--- config.mk ---
export PLATFORM = sky130hd
export DESIGN_NAME = packet_deframer_with_crc16_check_flat
export DESIGN_NICKNAME = d
export VERILOG_FILES = /design/src/hw/rtl/dfr_pkg.sv /design/src/hw/rtl/dfr_if.sv /design/src/hw/rtl/packet_deframer_with_crc16_check.sv /design/src/flat_wrapper.sv
export SDC_FILE = /design/constraint.sdc
export NUM_CORES = 1
export LEC_CHECK = 0
export BUFFER_PORTS_ARGS = -buffer_cell sky130_fd_sc_hd__buf_2
export CAP_MARGIN = 20
export CORE_ASPECT_RATIO = 1.25
export CORE_MARGIN = 1
export CORE_UTILIZATION = 43
export CTS_BUF_LIST = sky130_fd_sc_hd__clkbuf_4 sky130_fd_sc_hd__clkbuf_8
export CTS_CLUSTER_SIZE = 14
export DETAILED_ROUTE_END_ITERATION = 8
export HOLD_SLACK_MARGIN = 0.1
export PLACE_DENSITY = 0.73
export SETUP_SLACK_MARGIN = 0.1
export SYNTH_ARGS = -nofsm -noshare
export SYNTH_HDL_FRONTEND = slang
export SYNTH_SLANG_ARGS = --single-unit
export TNS_END_PERCENT = 10
--- constraint.sdc ---
create_clock -name clk_i -period 2.16 [get_ports clk_i]
set_input_delay 0.324 -clock clk_i [delete_from_list [all_inputs] [get_ports clk_i]]
set_output_delay 0.324 -clock clk_i [all_outputs]
set_load 0.05 [all_outputs]
--- src/hw/rtl/dfr_pkg.sv ---
// Shared constants, field codes and the CRC-16 byte update for the packet deframer.
`timescale 1ns / 1ps

package dfr_pkg;

  localparam int unsigned ByteW  = 8;
  localparam int unsigned KindW  = 3;
  localparam int unsigned CrcW   = 16;
  localparam int unsigned CountW = 9;

  localparam logic [CrcW-1:0]   CrcInit = 16'hFFFF;
  localparam logic [CrcW-1:0]   CrcPoly = 16'h1021;
  localparam logic [CountW-1:0] CrcLen  = 9'd2;

  // Field codes carried on the result channel
  localparam logic [KindW-1:0] KIND_DEVICE  = 3'd0;
  localparam logic [KindW-1:0] KIND_OPCODE  = 3'd1;
  localparam logic [KindW-1:0] KIND_LENGTH  = 3'd2;
  localparam logic [KindW-1:0] KIND_PAYLOAD = 3'd3;
  localparam logic [KindW-1:0] KIND_CRC     = 3'd4;

  // CRC-16/CCITT-FALSE, MSB first, one byte unrolled over eight bit steps
  function automatic logic [CrcW-1:0] crc_byte(input logic [CrcW-1:0] crc,
                                               input logic [ByteW-1:0] b);
    logic [CrcW-1:0] c;
    c = crc ^ {b, 8'h00};
    for (int i = 0; i < 8; i++) begin
      if (c[CrcW-1]) begin
        c = {c[CrcW-2:0], 1'b0} ^ CrcPoly;
      end else begin
        c = {c[CrcW-2:0], 1'b0};
      end
    end
    return c;
  endfunction

endpackage

--- src/hw/rtl/dfr_if.sv ---
// Valid/ready channel interfaces for received bytes and tagged result items.
`timescale 1ns / 1ps

interface dfr_in_if;
  import dfr_pkg::*;

  logic             valid;
  logic             ready;
  logic [ByteW-1:0] rx_byte;

  modport source (output valid, output rx_byte, input ready);
  modport sink   (input valid, input rx_byte, output ready);
endinterface

interface dfr_out_if;
  import dfr_pkg::*;

  logic             valid;
  logic             ready;
  logic [ByteW-1:0] data_byte;
  logic [KindW-1:0] field_kind;
  logic             packet_end;
  logic             crc_ok;

  modport source (output valid, output data_byte, output field_kind, output packet_end,
                  output crc_ok, input ready);
  modport sink   (input valid, input data_byte, input field_kind, input packet_end,
                  input crc_ok, output ready);
endinterface

--- src/hw/rtl/packet_deframer_with_crc16_check.sv ---
// Top level: length-prefixed packet deframer with running CRC-16 check.
`timescale 1ns / 1ps

// Usage
//   rx_i  : one received serial byte per item (valid/ready).
//   res_o : one result item per received byte: the byte itself, its field
//           kind (device, opcode, length, payload, crc), packet_end on the
//           last byte of a packet and crc_ok alongside it.
//   Packets are device, opcode, length L, L payload bytes, two CRC bytes
//   (MSB first). The CRC covers the whole packet; a zero residue is good.
// Pipeline and throughput
//   An accepted byte lands in an input register. When the result register
//   can take it, it is classified, folded into the CRC and written to the
//   result register, which offers it on res_o. One byte per cycle is
//   sustained while res_o.ready stays high; the limit is the 8-bit unrolled
//   CRC update between the input register and the result register.
// Reset
//   rst_ni clears both pipeline valids and returns the parser to waiting for
//   a device byte with the CRC at 0xFFFF.
// Stall
//   While res_o.ready is low the result register holds and the input
//   register fills; rx_i.ready drops only once both are occupied.
module packet_deframer_with_crc16_check (
  input  logic      clk_i,
  input  logic      rst_ni,
  dfr_in_if.sink    rx_i,
  dfr_out_if.source res_o
);
  import dfr_pkg::*;

  typedef enum logic [1:0] {
    PH_DEVICE,
    PH_OPCODE,
    PH_LENGTH,
    PH_BODY
  } phase_e;

  // Input register
  logic             in_valid_q;
  logic [ByteW-1:0] in_byte_q;

  // Parser state
  phase_e            phase_q, phase_d;
  logic [CountW-1:0] remain_q, remain_d;
  logic [CrcW-1:0]   crc_q, crc_d;

  // Result register
  logic             out_valid_q;
  logic [ByteW-1:0] out_byte_q;
  logic [KindW-1:0] out_kind_q, kind_d;
  logic             out_end_q, end_d;
  logic             out_ok_q, ok_d;

  logic            advance;
  logic            rx_accept;
  logic [CrcW-1:0] crc_upd;

  // Move the held byte into the result register when that slot frees up
  assign advance   = in_valid_q && (!out_valid_q || res_o.ready);
  assign rx_i.ready = !in_valid_q || advance;
  assign rx_accept = rx_i.valid && rx_i.ready;

  always_ff @(posedge clk_i or negedge rst_ni) begin
    if (!rst_ni) begin
      in_valid_q <= 1'b0;
    end else if (rx_accept) begin
      in_valid_q <= 1'b1;
    end else if (advance) begin
      in_valid_q <= 1'b0;
    end
  end

  always_ff @(posedge clk_i) begin
    if (rx_accept) begin
      in_byte_q <= rx_i.rx_byte;
    end
  end

  // Classify the held byte and update the counter and CRC
  always_comb begin
    crc_upd  = crc_byte(crc_q, in_byte_q);
    crc_d    = crc_upd;
    phase_d  = phase_q;
    remain_d = remain_q;
    kind_d   = KIND_DEVICE;
    end_d    = 1'b0;
    ok_d     = 1'b0;
    case (phase_q)
      PH_DEVICE: begin
        kind_d   = KIND_DEVICE;
        phase_d  = PH_OPCODE;
        remain_d = CountW'(1);
      end
      PH_OPCODE: begin
        kind_d   = KIND_OPCODE;
        phase_d  = PH_LENGTH;
        remain_d = CountW'(1);
      end
      PH_LENGTH: begin
        kind_d   = KIND_LENGTH;
        phase_d  = PH_BODY;
        // Payload length plus the two trailing CRC bytes
        remain_d = {1'b0, in_byte_q} + CrcLen;
      end
      PH_BODY: begin
        // The last two bytes of the body are the CRC
        kind_d = (remain_q > CrcLen) ? KIND_PAYLOAD : KIND_CRC;
        if (remain_q <= CountW'(1)) begin
          end_d    = 1'b1;
          ok_d     = (crc_upd == '0);
          phase_d  = PH_DEVICE;
          remain_d = CountW'(1);
          crc_d    = CrcInit;
        end else begin
          remain_d = remain_q - CountW'(1);
        end
      end
      default: begin
        phase_d = PH_DEVICE;
      end
    endcase
  end

  always_ff @(posedge clk_i or negedge rst_ni) begin
    if (!rst_ni) begin
      phase_q     <= PH_DEVICE;
      remain_q    <= CountW'(1);
      crc_q       <= CrcInit;
      out_valid_q <= 1'b0;
    end else begin
      if (advance) begin
        phase_q     <= phase_d;
        remain_q    <= remain_d;
        crc_q       <= crc_d;
        out_valid_q <= 1'b1;
      end else if (res_o.ready) begin
        out_valid_q <= 1'b0;
      end
    end
  end

  always_ff @(posedge clk_i) begin
    if (advance) begin
      out_byte_q <= in_byte_q;
      out_kind_q <= kind_d;
      out_end_q  <= end_d;
      out_ok_q   <= ok_d;
    end
  end

  assign res_o.valid      = out_valid_q;
  assign res_o.data_byte  = out_byte_q;
  assign res_o.field_kind = out_kind_q;
  assign res_o.packet_end = out_end_q;
  assign res_o.crc_ok     = out_ok_q;

endmodule
--- src/flat_wrapper.sv ---
// flat-port wrapper written by rule: the top's interface ports become plain ports
module packet_deframer_with_crc16_check_flat import dfr_pkg::*;
  (clk_i, rst_ni, rx_i_valid, rx_i_rx_byte, rx_i_ready, res_o_valid, res_o_data_byte, res_o_field_kind, res_o_packet_end, res_o_crc_ok, res_o_ready);
  dfr_in_if rx_i_i ();
  dfr_out_if res_o_i ();
  input  logic clk_i;
  input  logic rst_ni;
  input wire logic [$bits(rx_i_i.valid)-1:0] rx_i_valid;
  input wire logic [$bits(rx_i_i.rx_byte)-1:0] rx_i_rx_byte;
  output wire logic [$bits(rx_i_i.ready)-1:0] rx_i_ready;
  output wire logic [$bits(res_o_i.valid)-1:0] res_o_valid;
  output wire logic [$bits(res_o_i.data_byte)-1:0] res_o_data_byte;
  output wire logic [$bits(res_o_i.field_kind)-1:0] res_o_field_kind;
  output wire logic [$bits(res_o_i.packet_end)-1:0] res_o_packet_end;
  output wire logic [$bits(res_o_i.crc_ok)-1:0] res_o_crc_ok;
  input wire logic [$bits(res_o_i.ready)-1:0] res_o_ready;
  assign rx_i_i.valid = rx_i_valid;
  assign rx_i_i.rx_byte = rx_i_rx_byte;
  assign rx_i_ready = rx_i_i.ready;
  assign res_o_valid = res_o_i.valid;
  assign res_o_data_byte = res_o_i.data_byte;
  assign res_o_field_kind = res_o_i.field_kind;
  assign res_o_packet_end = res_o_i.packet_end;
  assign res_o_crc_ok = res_o_i.crc_ok;
  assign res_o_i.ready = res_o_ready;
  packet_deframer_with_crc16_check u_core (.clk_i(clk_i), .rst_ni(rst_ni), .rx_i(rx_i_i), .res_o(res_o_i));
endmodule
==> metrics.cfg <==
[run_status]
status = finished clean

[pwr]
p_switching_mw = 1.63
vdd_ir_drop_max_mv = 0.540
power_frac_seq_pct = 42.8
combinational_share_of_power_pct = 43.5
power.static_leakage_nw = 1.16
internal_power_mw = 2.36
switching_share_pct = 41.0
clock_power_share_pct = 13.7
power_density_nw_per_um2 = 1380

[clocking]
root_buffer = sky130_fd_sc_hd__clkbuf_8
path_clk_slew_ns = 0.09
clock_insertion_delay_worst_skew_ns = 0.31
max-clock-path-buffers = 2
tritoncts = yes
cts.sink_count = 50
cts_htree_levels = 2
cts_buffers = 5

[floorplanning]
floorplan.initialDensity_pct = 44.2
die_w_um = 70.9
floorplan.die_area_um2 = 6250
die_y_um = 88.2
number_of_top_level_pins = 27
placeableCoreArea_um2 = 5780
rows = 31

[yosys]
post-synth-top-area-cell = sky130_fd_sc_hd__edfxtp_1
synth_adder_area_share_pct = 3.43
post-synth-top-count-cell = sky130_fd_sc_hd__nor2_1
synth_simple_gate_area_share_pct = 14.8
share_of_the_synthesized_area_in_compound_gates_ao_oa_aoi_oai_pct = 12.0
ys.warnings.count = 0
synth.avg_cell_area_um2 = 11.1
synth_top_family_by_area = simple AND/OR/NAND/NOR gates
synth.mux.area_fraction_pct = 0.882
register_area_share_after_synthesis_pct = 53.9
synthesis.instances = 231
synth_xor_xnor_area_share_pct = 11.9
netlist-cell-type-count = 47
synthTopCellsByArea = sky130_fd_sc_hd__edfxtp_1 25%, sky130_fd_sc_hd__dfstp_2 17%, sky130_fd_sc_hd__dfrtp_1 12%
synth.top_cell.area_share_pct = 24.7
mappedNetlistArea_um2 = 2550
async_set_or_reset_register_ratio_after_synthesis_pct = 58.0
number_of_enable_type_register_cells_in_the_synthesized_netlist = 21
synth_top_cells_by_count = 26 x sky130_fd_sc_hd__nor2_1, 21 x sky130_fd_sc_hd__edfxtp_1, 17 x sky130_fd_sc_hd__dfstp_2, 17 x sky130_fd_sc_hd__nand2_1
postSynthNetCount = 250
ys_seq_elements = 50
prevailing_post_synth_register_cell = sky130_fd_sc_hd__edfxtp_1

[job]
max_cap_viol_count = 0

[timing]
finalWorstSetupSlack_ns = 0.235
min_period_over_period_pct = 89.1
totalNegativeSetupSlack_ns = 0
fmax_mhz = 519
rsz0062_at_grt = true
report.final.slew_viol_count = 0
max_slew_margin_pct = 53.6
fin_skew_ns = 0.00549
max_slew.worst_pin.slew_ns = 0.696
final_number_of_setup_violating_endpoints = 0
hold_violations = 0
post-route-min-period_ns = 1.93

[global_route]
maximum_number_of_pins_on_one_net_before_global_route_repair = 42
grt_first_pass_wirelength_mm = 8.93
grt_overflow = 0
gr-usage-all-layers_pct = 18.9
first_global_vias = 1832
grt_antenna_before_repair = 0

[detailed_routing]
drt-total-wl_mm = 5.25
remaining_drc_errors = 0
route.antenna.remaining_nets = 0
drt_iter0_drc = 150
vias = 1770
via_per_inst = 5.40
firstDrtPassIters = 7
post_drt_wl_per_cell_um = 16.0

[worst_setup_path]
path_class = reg -> reg
worst_ep_required_time_ns = 2.30
critical_path.max_fanout = 5
worst-endpoint-arrival_ns = 2.06
crit_path_start_kind = flip-flop
kind_of_end_point_of_the_critical_path = flip-flop

[cells_and_area]
finish.net_count = 280
syn_to_layout_area_delta_pct = 13.0
post_layout_nonfiller_instances = 328
layout-drive-gt1-share_pct = 25.2
diodes = 0

[placement]
detailed_place_hpwl_mm = 3.63
place_worst_setup_slack_ns = 0.234
gpl.final_weighted_congestion = 0.893
port_buffers = 26
place_inst = 319

[min_path]
min-delay-path-class = in -> reg

-- final cells by class --
cell class	count	area (um2)
clock buffer	5	68.8
clock inverter	3	21.3
inverter	10	37.5
sequential	50	1380
fill	533	2890
timing repair buffer	32	190
multi-input combinational	162	1110
tap	66	82.6
-- power by group through the flow --
stage	combinational [mW]	sequential (mW)	clock, mW
6_report	1.74	1.71	0.547
5_1_grt	1.95	1.76	0.596
4_1_cts	1.74	1.70	0.565
3_5_place_dp	1.71	1.72	0
3_3_place_gp	1.67	1.70	0
2_1_floorplan	1.30	1.76	0
-- registers in the layout (all words and copies together), names as in the netlist --
register                 count
u_core.crc_q                16
u_core.in_byte_q             8
u_core.in_valid_q            1
u_core.phase_q               2
u_core.remain_q              9
u_core.res_o.crc_ok          1
u_core.res_o.data_byte       8
u_core.res_o.field_kind      3
u_core.res_o.packet_end      1
u_core.res_o.valid           1
-- repair_timing --
action                                  CTS  global route
hold buffers                              1             0
endpoints found under the setup margin    0             2
endpoints found under the hold margin    12             0
gates resized for setup                   0             1
setup buffers                             0             0
-- cell families after synthesis --
group	Yosys count
AO/OA/AOI/OAI	49
XOR/XNOR	30
adder cells (fa/ha/maj)	7
buffers and inverters	19
flip-flops	50
multiplexers	2
AND/OR/NAND/NOR	74
-- path summary, 6_finish.rpt --
path	start	to	slack, ns	depth (start not counted)
max	u_core.in_byte_q[4]	u_core.res_o.crc_ok	0.23	5
min	rx_i_rx_byte[7]	u_core.in_byte_q[7]	0.18	1
max reg2reg	u_core.in_byte_q[4]	u_core.res_o.crc_ok	0.23	5
min reg2reg	u_core.crc_q[3]	u_core.crc_q[3]	0.48	2
max in group asynchronous	rst_ni	u_core.remain_q[7]	1.12	2
min in group asynchronous	rst_ni	u_core.remain_q[3]	0.59	2
-- through the flow --
stage                     instance area (um2)  power [mW]  hold slack [ns]  util [%]
after floorplan                          2550        3.05           0.0284         -
after global placement                   2780        3.37            0.408      48.1
after detailed placement                 2780        3.43            0.425      48.1
after CTS                                2880        4.00            0.178      49.8
after global routing                     2890        4.30            0.174      49.9
final                                    2890        3.99            0.184      49.9
-- worst max-delay path, stage by stage, from the launching register on --
cell and delay, ns:
sky130_fd_sc_hd__edfxtp_1 0.55, sky130_fd_sc_hd__xnor2_4 0.28, sky130_fd_sc_hd__xor2_1 0.41, sky130_fd_sc_hd__nor3b_1 0.24, sky130_fd_sc_hd__a21oi_1 0.07, sky130_fd_sc_hd__nor3_1 0.19
-- routing by layer --
layer | GRT usage, % | vias to the layer above | wire length (um)
li1 | - | 874 | -
met1 | 21.9 | 850 | 2260
met2 | 33.3 | 34 | 2690
met3 | 3.45 | 12 | 148
met4 | 10.2 | 0 | 144
met5 | 0 | - | 0
-- cells in the final DEF, fill, tap and decap left out, types with 6 or more instances in the layout --
cell | netlist | layout
sky130_fd_sc_hd__a31oi_1 | 14 | 14
sky130_fd_sc_hd__dfrtp_1 | 12 | 12
sky130_fd_sc_hd__o21ai_0 | 11 | 11
sky130_fd_sc_hd__buf_2 | 0 | 26
sky130_fd_sc_hd__nand3_1 | 6 | 6
sky130_fd_sc_hd__ha_1 | 7 | 7
sky130_fd_sc_hd__xor2_1 | 12 | 12
sky130_fd_sc_hd__xnor2_1 | 14 | 14
sky130_fd_sc_hd__nor2_1 | 26 | 26
sky130_fd_sc_hd__edfxtp_1 | 21 | 21
sky130_fd_sc_hd__a21oi_1 | 9 | 9
sky130_fd_sc_hd__inv_1 | 10 | 10
sky130_fd_sc_hd__dfstp_2 | 17 | 17
sky130_fd_sc_hd__nand2_1 | 17 | 17
No activity file was read; power rests on OpenSTA's default activity.
